==> config.mk <==
export PLATFORM = sky130hd
export DESIGN_NAME = header_field_line_matcher
export DESIGN_NICKNAME = d
export VERILOG_FILES = /design/src/rtl/hflm_pkg.sv /design/src/rtl/hflm_cfg_regs.sv /design/src/rtl/hflm_scan.sv /design/src/rtl/hflm_result_reg.sv /design/src/rtl/header_field_line_matcher.sv
export VERILOG_INCLUDE_DIRS = /design/src /design/src/rtl
export SDC_FILE = /design/constraint.sdc
export NUM_CORES = 1
export LEC_CHECK = 0
export ABC_AREA = 0
export BUFFER_PORTS_ARGS = -buffer_cell sky130_fd_sc_hd__buf_2
export CAP_MARGIN = 20
export CORE_MARGIN = 2
export CORE_UTILIZATION = 55
export CTS_BUF_LIST = sky130_fd_sc_hd__clkbuf_4 sky130_fd_sc_hd__clkbuf_8
export DETAILED_ROUTE_END_ITERATION = 6
export GPL_TIMING_DRIVEN = 0
export HOLD_SLACK_MARGIN = 0.03
export PLACE_DENSITY = 0.86
export SLEW_MARGIN = 10
export SYNTH_ARGS = -nofsm -noshare
export SYNTH_HDL_FRONTEND = slang
export SYNTH_HIERARCHICAL = 1
export SYNTH_SLANG_ARGS = --single-unit
==> constraint.sdc <==
create_clock -name clk -period 4.22 [get_ports clk]
set_input_delay 0 -clock clk [delete_from_list [all_inputs] [get_ports clk]]
set_output_delay 0 -clock clk [all_outputs]
set_load 0.02 [all_outputs]
==> src/rtl/header_field_line_matcher_macros.svh <==
// ----------------------------------------------------------------------------
// Header field line matcher: assertion macros
// Concurrent check shorthands clocked on clk with synchronous reset rst_n.
// ----------------------------------------------------------------------------
`ifndef HEADER_FIELD_LINE_MATCHER_MACROS_SVH
`define HEADER_FIELD_LINE_MATCHER_MACROS_SVH

// Consequent must hold in the same cycle as the antecedent.
`define HFLM_ASSERT_NOW(lbl, ante, cons) \
  lbl: assert property (@(posedge clk) disable iff (!rst_n) (ante) |-> (cons)) \
    else $error("header field line matcher check failed");

// Consequent must hold in the cycle after the antecedent.
`define HFLM_ASSERT_NEXT(lbl, ante, cons) \
  lbl: assert property (@(posedge clk) disable iff (!rst_n) (ante) |=> (cons)) \
    else $error("header field line matcher check failed");

`endif

==> src/rtl/hflm_pkg.sv <==
// ----------------------------------------------------------------------------
// hflm_pkg
// Types and constants shared by the header field line matcher modules.
// ----------------------------------------------------------------------------
package hflm_pkg;

  localparam int NAME_MAX_BYTES = 16;
  localparam int NAME_SLOTS     = 16;
  localparam int POS_BITS       = 16;
  localparam int OFFSET_BITS    = 16;
  localparam int LEN_BITS       = 5;
  localparam int CFG_DATA_BITS  = 64;
  localparam int CFG_IDX_BITS   = 2;

  localparam logic [POS_BITS-1:0] POS_MAX = {POS_BITS{1'b1}};

  localparam logic [7:0] CHAR_NEWLINE = 8'h0A;
  localparam logic [7:0] CHAR_UPPER_A = 8'h41;
  localparam logic [7:0] CHAR_UPPER_Z = 8'h5A;
  localparam logic [7:0] CASE_OFFSET  = 8'd32;
  localparam logic [7:0] CHAR_SPACE   = 8'h20;
  localparam logic [7:0] CHAR_TAB     = 8'h09;

  localparam logic [CFG_IDX_BITS-1:0] REG_NAME_LOW  = 2'd0;
  localparam logic [CFG_IDX_BITS-1:0] REG_NAME_HIGH = 2'd1;
  localparam logic [CFG_IDX_BITS-1:0] REG_NAME_LEN  = 2'd2;

  typedef struct packed {
    logic       terminator;
    logic [7:0] text_byte;
  } in_beat_t;

  typedef struct packed {
    logic                   found;
    logic [OFFSET_BITS-1:0] value_offset;
    logic                   overflow;
  } out_beat_t;

  typedef struct packed {
    logic [NAME_SLOTS-1:0][7:0] name;
    logic [LEN_BITS-1:0]        active_len;
  } match_cfg_t;

endpackage

==> src/rtl/hflm_cfg_regs.sv <==
// ----------------------------------------------------------------------------
// hflm_cfg_regs
// Field name registers and the clamped active name length.
// ----------------------------------------------------------------------------
module hflm_cfg_regs (
  input  logic                                 clk,
  input  logic                                 rst_n,
  input  logic                                 cfg_wr_en,
  input  logic [hflm_pkg::CFG_IDX_BITS-1:0]    cfg_index,
  input  logic [hflm_pkg::CFG_DATA_BITS-1:0]   cfg_wdata,
  output hflm_pkg::match_cfg_t                 match_cfg
);

  logic [hflm_pkg::CFG_DATA_BITS-1:0] name_low_r;
  logic [hflm_pkg::CFG_DATA_BITS-1:0] name_high_r;
  logic [hflm_pkg::LEN_BITS-1:0]      name_len_r;

  always_ff @(posedge clk) begin
    if (!rst_n) begin
      name_low_r  <= '0;
      name_high_r <= '0;
      name_len_r  <= hflm_pkg::LEN_BITS'(1);
    end else if (cfg_wr_en) begin
      case (cfg_index)
        hflm_pkg::REG_NAME_LOW:  name_low_r  <= cfg_wdata;
        hflm_pkg::REG_NAME_HIGH: name_high_r <= cfg_wdata;
        hflm_pkg::REG_NAME_LEN:  name_len_r  <= cfg_wdata[hflm_pkg::LEN_BITS-1:0];
        default: ;
      endcase
    end
  end

  // A zero length behaves as one byte; anything past the slot count is capped.
  always_comb begin
    match_cfg.name = {name_high_r, name_low_r};
    if (name_len_r == '0) begin
      match_cfg.active_len = hflm_pkg::LEN_BITS'(1);
    end else if (name_len_r > hflm_pkg::LEN_BITS'(hflm_pkg::NAME_MAX_BYTES)) begin
      match_cfg.active_len = hflm_pkg::LEN_BITS'(hflm_pkg::NAME_MAX_BYTES);
    end else begin
      match_cfg.active_len = name_len_r;
    end
  end

endmodule

==> src/rtl/hflm_scan.sv <==
// ----------------------------------------------------------------------------
// hflm_scan
// Per-beat line scanner: position count, name compare and blank skipping.
// ----------------------------------------------------------------------------
`include "header_field_line_matcher_macros.svh"

module hflm_scan (
  input  logic                  clk,
  input  logic                  rst_n,
  input  logic                  beat_take,
  input  hflm_pkg::in_beat_t    beat,
  input  hflm_pkg::match_cfg_t  match_cfg,
  output logic                  res_valid,
  output hflm_pkg::out_beat_t   res
);

  logic [hflm_pkg::POS_BITS-1:0] pos_r, pos_nxt;
  logic                          line_start_r, line_start_nxt;
  logic [hflm_pkg::LEN_BITS-1:0] idx_r, idx_nxt;
  logic                          matching_r, matching_nxt;
  logic                          done_r, done_nxt;
  logic                          skip_r, skip_nxt;
  logic [hflm_pkg::POS_BITS-1:0] vstart_r, vstart_nxt;
  logic                          sat_r, sat_nxt;

  logic [7:0]                    folded;
  logic [hflm_pkg::LEN_BITS-1:0] cur_idx;
  logic [hflm_pkg::LEN_BITS-1:0] idx_inc;
  logic                          comparing;
  logic                          is_blank;

  always_comb begin
    pos_nxt        = pos_r;
    line_start_nxt = line_start_r;
    idx_nxt        = idx_r;
    matching_nxt   = matching_r;
    done_nxt       = done_r;
    skip_nxt       = skip_r;
    vstart_nxt     = vstart_r;
    sat_nxt        = sat_r;

    folded = ((beat.text_byte >= hflm_pkg::CHAR_UPPER_A) &&
              (beat.text_byte <= hflm_pkg::CHAR_UPPER_Z)) ?
             beat.text_byte + hflm_pkg::CASE_OFFSET : beat.text_byte;
    is_blank  = (beat.text_byte == hflm_pkg::CHAR_SPACE) ||
                (beat.text_byte == hflm_pkg::CHAR_TAB);
    comparing = matching_r || line_start_r;
    cur_idx   = matching_r ? idx_r : '0;
    idx_inc   = cur_idx + hflm_pkg::LEN_BITS'(1);

    if (beat_take) begin
      if (beat.terminator) begin
        pos_nxt        = '0;
        line_start_nxt = 1'b1;
        idx_nxt        = '0;
        matching_nxt   = 1'b0;
        done_nxt       = 1'b0;
        skip_nxt       = 1'b0;
        vstart_nxt     = '0;
        sat_nxt        = 1'b0;
      end else begin
        if (pos_r == hflm_pkg::POS_MAX) begin
          sat_nxt = 1'b1;
        end else begin
          pos_nxt = pos_r + hflm_pkg::POS_BITS'(1);
        end

        if (!done_r) begin
          if (comparing) begin
            if (folded == match_cfg.name[cur_idx[3:0]]) begin
              if (idx_inc >= match_cfg.active_len) begin
                done_nxt     = 1'b1;
                matching_nxt = 1'b0;
                skip_nxt     = 1'b1;
                idx_nxt      = idx_inc;
                vstart_nxt   = pos_nxt;
              end else begin
                matching_nxt = 1'b1;
                idx_nxt      = idx_inc;
              end
            end else begin
              matching_nxt = 1'b0;
              idx_nxt      = '0;
            end
          end
        end else if (skip_r) begin
          if (is_blank) begin
            vstart_nxt = pos_nxt;
          end else begin
            skip_nxt = 1'b0;
          end
        end

        line_start_nxt = (beat.text_byte == hflm_pkg::CHAR_NEWLINE);
      end
    end
  end

  always_ff @(posedge clk) begin
    if (!rst_n) begin
      pos_r        <= '0;
      line_start_r <= 1'b1;
      idx_r        <= '0;
      matching_r   <= 1'b0;
      done_r       <= 1'b0;
      skip_r       <= 1'b0;
      vstart_r     <= '0;
      sat_r        <= 1'b0;
    end else begin
      pos_r        <= pos_nxt;
      line_start_r <= line_start_nxt;
      idx_r        <= idx_nxt;
      matching_r   <= matching_nxt;
      done_r       <= done_nxt;
      skip_r       <= skip_nxt;
      vstart_r     <= vstart_nxt;
      sat_r        <= sat_nxt;
    end
  end

  // The answer is formed from the state as it stands before the closing beat.
  assign res_valid          = beat_take && beat.terminator;
  assign res.found          = done_r;
  assign res.value_offset   = done_r ? hflm_pkg::OFFSET_BITS'(vstart_r) : '0;
  assign res.overflow       = sat_r;

  `HFLM_ASSERT_NEXT(a_clear_after_term, beat_take && beat.terminator, (pos_r == '0) && line_start_r && !done_r)
  `HFLM_ASSERT_NOW(a_skip_needs_match, skip_r, done_r && !matching_r)

endmodule

==> src/rtl/hflm_result_reg.sv <==
// ----------------------------------------------------------------------------
// hflm_result_reg
// Output register holding one result beat until the consumer takes it.
// ----------------------------------------------------------------------------
module hflm_result_reg (
  input  logic                 clk,
  input  logic                 rst_n,
  input  logic                 res_valid,
  input  hflm_pkg::out_beat_t  res,
  input  logic                 out_stall,
  output logic                 out_valid,
  output hflm_pkg::out_beat_t  out_data
);

  logic                out_valid_r, out_valid_nxt;
  hflm_pkg::out_beat_t out_data_r;

  assign out_valid_nxt = res_valid || (out_valid_r && out_stall);

  always_ff @(posedge clk) begin
    if (!rst_n) begin
      out_valid_r <= 1'b0;
    end else begin
      out_valid_r <= out_valid_nxt;
    end
  end

  always_ff @(posedge clk) begin
    if (res_valid) begin
      out_data_r <= res;
    end
  end

  assign out_valid = out_valid_r;
  assign out_data  = out_data_r;

endmodule

==> src/rtl/header_field_line_matcher.sv <==
// ----------------------------------------------------------------------------
// header_field_line_matcher
// Finds the first header line that starts with a configured field name,
// folding upper-case header letters, and reports where its value begins.
// ----------------------------------------------------------------------------
//
//   Channel  Direction  Handshake             Beat
//   in_      input      in_valid / in_stall   in_beat_t  (text_byte, terminator)
//   out_     output     out_valid / out_stall out_beat_t (found, value_offset,
//                                                         overflow)
//   cfg_     input      cfg_wr_en             cfg_index, cfg_wdata
//
// One input beat is taken per cycle unless a terminator is held off; each byte
// updates the scan state in the cycle it is accepted, so the throughput is one
// beat per clock while no terminator waits. A terminator beat yields its result
// on out_ in the cycle after acceptance, through a single output register.
// Byte beats are accepted even while a result waits on a stalled out_; only a
// terminator beat is held off then, since the output register is occupied.
// rst_n is synchronous and active low; it clears the scan state and the
// output valid, and loads the reset register values (name length of one).
// ----------------------------------------------------------------------------
`include "header_field_line_matcher_macros.svh"

module header_field_line_matcher (
  input  logic                                clk,
  input  logic                                rst_n,
  input  logic                                in_valid,
  output logic                                in_stall,
  input  hflm_pkg::in_beat_t                  in_data,
  output logic                                out_valid,
  input  logic                                out_stall,
  output hflm_pkg::out_beat_t                 out_data,
  input  logic                                cfg_wr_en,
  input  logic [hflm_pkg::CFG_IDX_BITS-1:0]   cfg_index,
  input  logic [hflm_pkg::CFG_DATA_BITS-1:0]  cfg_wdata
);

  hflm_pkg::match_cfg_t match_cfg;
  hflm_pkg::out_beat_t  res;
  logic                 res_valid;
  logic                 beat_take;

  // The output register is full and will not drain this cycle, so a new
  // result has nowhere to go. Plain bytes produce no result and pass.
  assign in_stall  = out_valid && out_stall && in_data.terminator;
  assign beat_take = in_valid && !in_stall;

  hflm_cfg_regs u_cfg (
    .clk       (clk),
    .rst_n     (rst_n),
    .cfg_wr_en (cfg_wr_en),
    .cfg_index (cfg_index),
    .cfg_wdata (cfg_wdata),
    .match_cfg (match_cfg)
  );

  hflm_scan u_scan (
    .clk       (clk),
    .rst_n     (rst_n),
    .beat_take (beat_take),
    .beat      (in_data),
    .match_cfg (match_cfg),
    .res_valid (res_valid),
    .res       (res)
  );

  hflm_result_reg u_out (
    .clk       (clk),
    .rst_n     (rst_n),
    .res_valid (res_valid),
    .res       (res),
    .out_stall (out_stall),
    .out_valid (out_valid),
    .out_data  (out_data)
  );

  // Every accepted terminator shows up as a result beat in the next cycle.
  `HFLM_ASSERT_NEXT(a_term_gives_result, in_valid && !in_stall && in_data.terminator, out_valid)
  // A held result is never overwritten by a new terminator.
  `HFLM_ASSERT_NOW(a_no_overwrite, out_valid && out_stall && in_valid && in_data.terminator, in_stall)

endmodule

==> impl_results.md <==
- Final net count: 1283
- Highest clock rate: 0.2508 GHz
- Number of cells produced by synthesis: 1004
- Clock network fraction of total power: 35.8%
- Detail-routed net length per standard cell: 19.25 um
- Outcome: complete, no violations
- Share of power burned in combinational logic: 10.5%
- Fraction of synthesis flops using an asynchronous set or reset pin: 0%
- Netlist area before placement: 9500 um^2
- Post-synthesis sequential element count: 194
- Share of cells above drive strength 1: 16.97%
- DRC marker count from the first detailed-route iteration: 842
- Via/cell ratio: 5.843
- Total DRC errors in the routed layout: 0
- Maximum fanout along the worst path: 10
- Max Clock Skew: 0.01533 ns
- Leakage power figure: 4.685 nW
- Final period util: 94.49%
- Final Hold Vio Count: 0
- Final weighted congestion in routability-driven placement: 1.073
- Initial antenna violation count: 0
- Largest net degree at the start of global routing: 20
- Psw: 0.0009779 W
- Full die area: 18340 um^2
- HPWL reported at the end of detailed placement: 18.99 mm
- Number of CTS-inserted buffers: 17
- Clock root buffer: sky130_fd_sc_hd__clkbuf_8
- Power share of the sequential group: 53.7%
- Antenna violation net count after detailed routing: 0
- Endpoint required time on the critical path: 4.59 ns
- Final-report setup violation count: 0
- CORE AREA: 17120 um^2
- Diodes inserted: 0
- Width of the chip: 135.4 um
- Number of warnings issued by yosys: 6
- Io pins: 100
- Cell internal power dissipation: 0.002641 W
- Sequential area share after synthesis: 42.78%
- Setup repair after global routing missed its margin: false
- Worst hold margin: 0.2078 ns
- Max IR drop VDD: 0.2214 mV
- Switching Fraction: 27.02%
- Number of H-tree levels: 4
- Post-Route WL: 27.58 mm
- Syn avg cell area: 9.463 um^2
- Number of buffers inserted to repair setup after CTS: 0
- Height of the die: 135.4 um
- Area contributors post-synth: sky130_fd_sc_hd__dfxtp_1 37%, sky130_fd_sc_hd__mux2i_1 17%, sky130_fd_sc_hd__nand2_1 8.6%, sky130_fd_sc_hd__edfxtp_1 5.7%, sky130_fd_sc_hd__a21oi_1 1.7%
- Clock latency on the worst-skew pair: 0.49 ns
- Number of flops mapped to enable cells by yosys: 18
- Crit path capture type: register
- Instance count after placement with tap cells included: 1328
- Sum of negative setup slack: 0 ns
- Number of buffer cells added on primary ports: 98
- Synth top area share: 37.09%
- Clock-pin transition on the worst setup and hold timing paths: 0.10 ns
- Global-route wire length before repair: 43.02 mm
- Final core utilization: 66.92%
- Global Route Usage Sum: 30.53%
- Library cell with the largest summed area after synthesis: sky130_fd_sc_hd__dfxtp_1
- Number of iterations in the first detailed-routing pass: 6
- Post-layout instance count excluding filler cells: 1433
- Starting utilization of the core area: 55.50%
- Total of fill cells in the finished design: 1301
- Storage cell area: 4064 um^2
- Residual overflow from global routing: 0
- Most common library cell in the layout ignoring fill and taps: sky130_fd_sc_hd__nand2_1
- Relative slew slack: 54.38%
- Area taken by multi-input logic gates: 4842 um^2
- # clock sinks: 194
- Post-route minimum period: 3.988 ns
- CTS tree: yes
- CTS max path bufs: 2
- Launching element type of the critical path: register
- Category of the most critical setup path: register to register
- Commonest non-fill, non-tap cells in the layout: 217 x sky130_fd_sc_hd__nand2_1, 176 x sky130_fd_sc_hd__dfxtp_1, 166 x sky130_fd_sc_hd__mux2i_1
- Transition time at the pin with the least slew margin: 0.6844 ns
- Total number of vias: 8373
- Kind of path behind the tightest hold check: input port to register
- Total count of max-transition violations in the final report: 0
- Number of library cell types mapped by synthesis: 79
- Number of max-cap violations: 0
- P per Cell Area: 315.9 nW/um^2
- Number of global-route vias before repair: 8153
- Primary flip-flop cell chosen by synthesis mapping: sky130_fd_sc_hd__dfxtp_1
- Synthesized netlist net count: 1092
- Placement Rows: 48
- Arrival @ worst endpoint: 4.36 ns
- Layout overhead on the synthesized area: 20.57%
## routing by layer
metal	global-route usage [%]	wire (um)	vias to the layer above
met5	0	0	-
met4	12.67	1090	0
met3	5.836	2245	86
met2	49.86	12910	407
met1	39.84	11340	3975
li1	-	-	3905
## power by group through the flow
stage	logic, W	clock network, W	registers (W)
floorplan	0.000196	0	0.00198
detailed placement	0.000314	0	0.00198
global placement	0.000305	0	0.00198
CTS	0.000367	0.00131	0.00194
global route	0.000408	0.00138	0.00195
finish	0.000380	0.00130	0.00194
## worst max-delay path, cell delays in order (launching register included)
cell and delay (ns):
sky130_fd_sc_hd__dfxtp_1 0.59, sky130_fd_sc_hd__buf_6 0.22, sky130_fd_sc_hd__and2_1 0.13, sky130_fd_sc_hd__clkbuf_1 0.35
sky130_fd_sc_hd__o21ai_0 0.16, sky130_fd_sc_hd__nor3_1 0.46, sky130_fd_sc_hd__nor3_1 0.12, sky130_fd_sc_hd__a2111oi_2 0.29
sky130_fd_sc_hd__o2111ai_1 0.25, sky130_fd_sc_hd__o41ai_1 0.63, sky130_fd_sc_hd__a21oi_2 0.23, sky130_fd_sc_hd__clkbuf_1 0.27
sky130_fd_sc_hd__o2bb2ai_1 0.18
## registers in the layout, indices dropped and copies added (netlist names)
register / cells
u_cfg/name_high_r: 64
u_cfg/name_low_r: 64
u_out/out_data: 18
u_scan/pos_r: 16
u_scan/vstart_r: 16
u_cfg/name_len_r: 5
u_scan/idx_r: 5
u_out/out_valid: 1
u_scan/done_r: 1
u_scan/line_start_r: 1
u_scan/matching_r: 1
u_scan/sat_r: 1
u_scan/skip_r: 1
## synthesized netlist by cell type, drive strengths merged, types with 6 or more instances
cell type	n
nand2b	9
nand3	14
mux2i	166
clkbuf	24
a21oi	32
xnor2	13
edfxtp	18
nor3b	9
buf	47
nor3	8
o211ai	6
or3	7
o2bb2ai	10
nand4	6
o21ai	27
mux2	6
nor2	35
nor2b	13
inv	22
and3	7
ha	8
dfxtp	176
nand2	218
and2	25
a22o	6
## cells by family after synthesis
logic type / share of synthesized area [%]
flops: 42.78
buf+inv: 6.322
mux: 19.39
fa+ha+maj: 1.054
compound gates: 11.06
xor+xnor: 1.567
simple gates: 17.83
## metrics by stage
step / cell area, um^2 / total power [W] / setup slack, ns
finish: 11450 / 0.003619 / 0.2324
global route: 11450 / 0.003738 / 0.1180
CTS: 11450 / 0.003615 / 0.2451
detailed placement: 10290 / 0.002298 / 0.2746
global placement: 10270 / 0.002287 / 0.2773
floorplan: 9500 / 0.002174 / 1.210
## final timing paths
kind	from	to	slack [ns]	cells past startpoint
worst max register to register	u_scan/matching_r$_SDFFE_PN0P_	u_scan/vstart_r[0]$_SDFFE_PN0P_	0.23	12
worst min-delay path	in_data[1]	u_scan/skip_r$_SDFFE_PN0P_	0.21	5
worst max-delay path	u_scan/matching_r$_SDFFE_PN0P_	u_scan/vstart_r[0]$_SDFFE_PN0P_	0.23	12
worst min register to register	u_cfg/name_low_r[62]$_SDFFE_PN0P_	u_cfg/name_low_r[62]$_SDFFE_PN0P_	0.46	2
## timing repair
item / in CTS / in global routing
hold buffers: 73 / 0
hold endpoints to repair: 144 / 0
setup endpoints to repair: 0 / 10
resized for setup: 0 / 1
## cell type report
| class | count | area share (%) |
|---|---|---|
| sequential | 194 | 35.48 |
| tap | 225 | 2.458 |
| timing repair buffer | 172 | 10.79 |
| multi-input combinational | 716 | 42.27 |
| inverter | 22 | 0.7209 |
| buffer | 72 | 4.522 |
| clock buffer | 17 | 2.043 |
| clock inverter | 15 | 1.715 |
(Power assumes the default switching activity.)
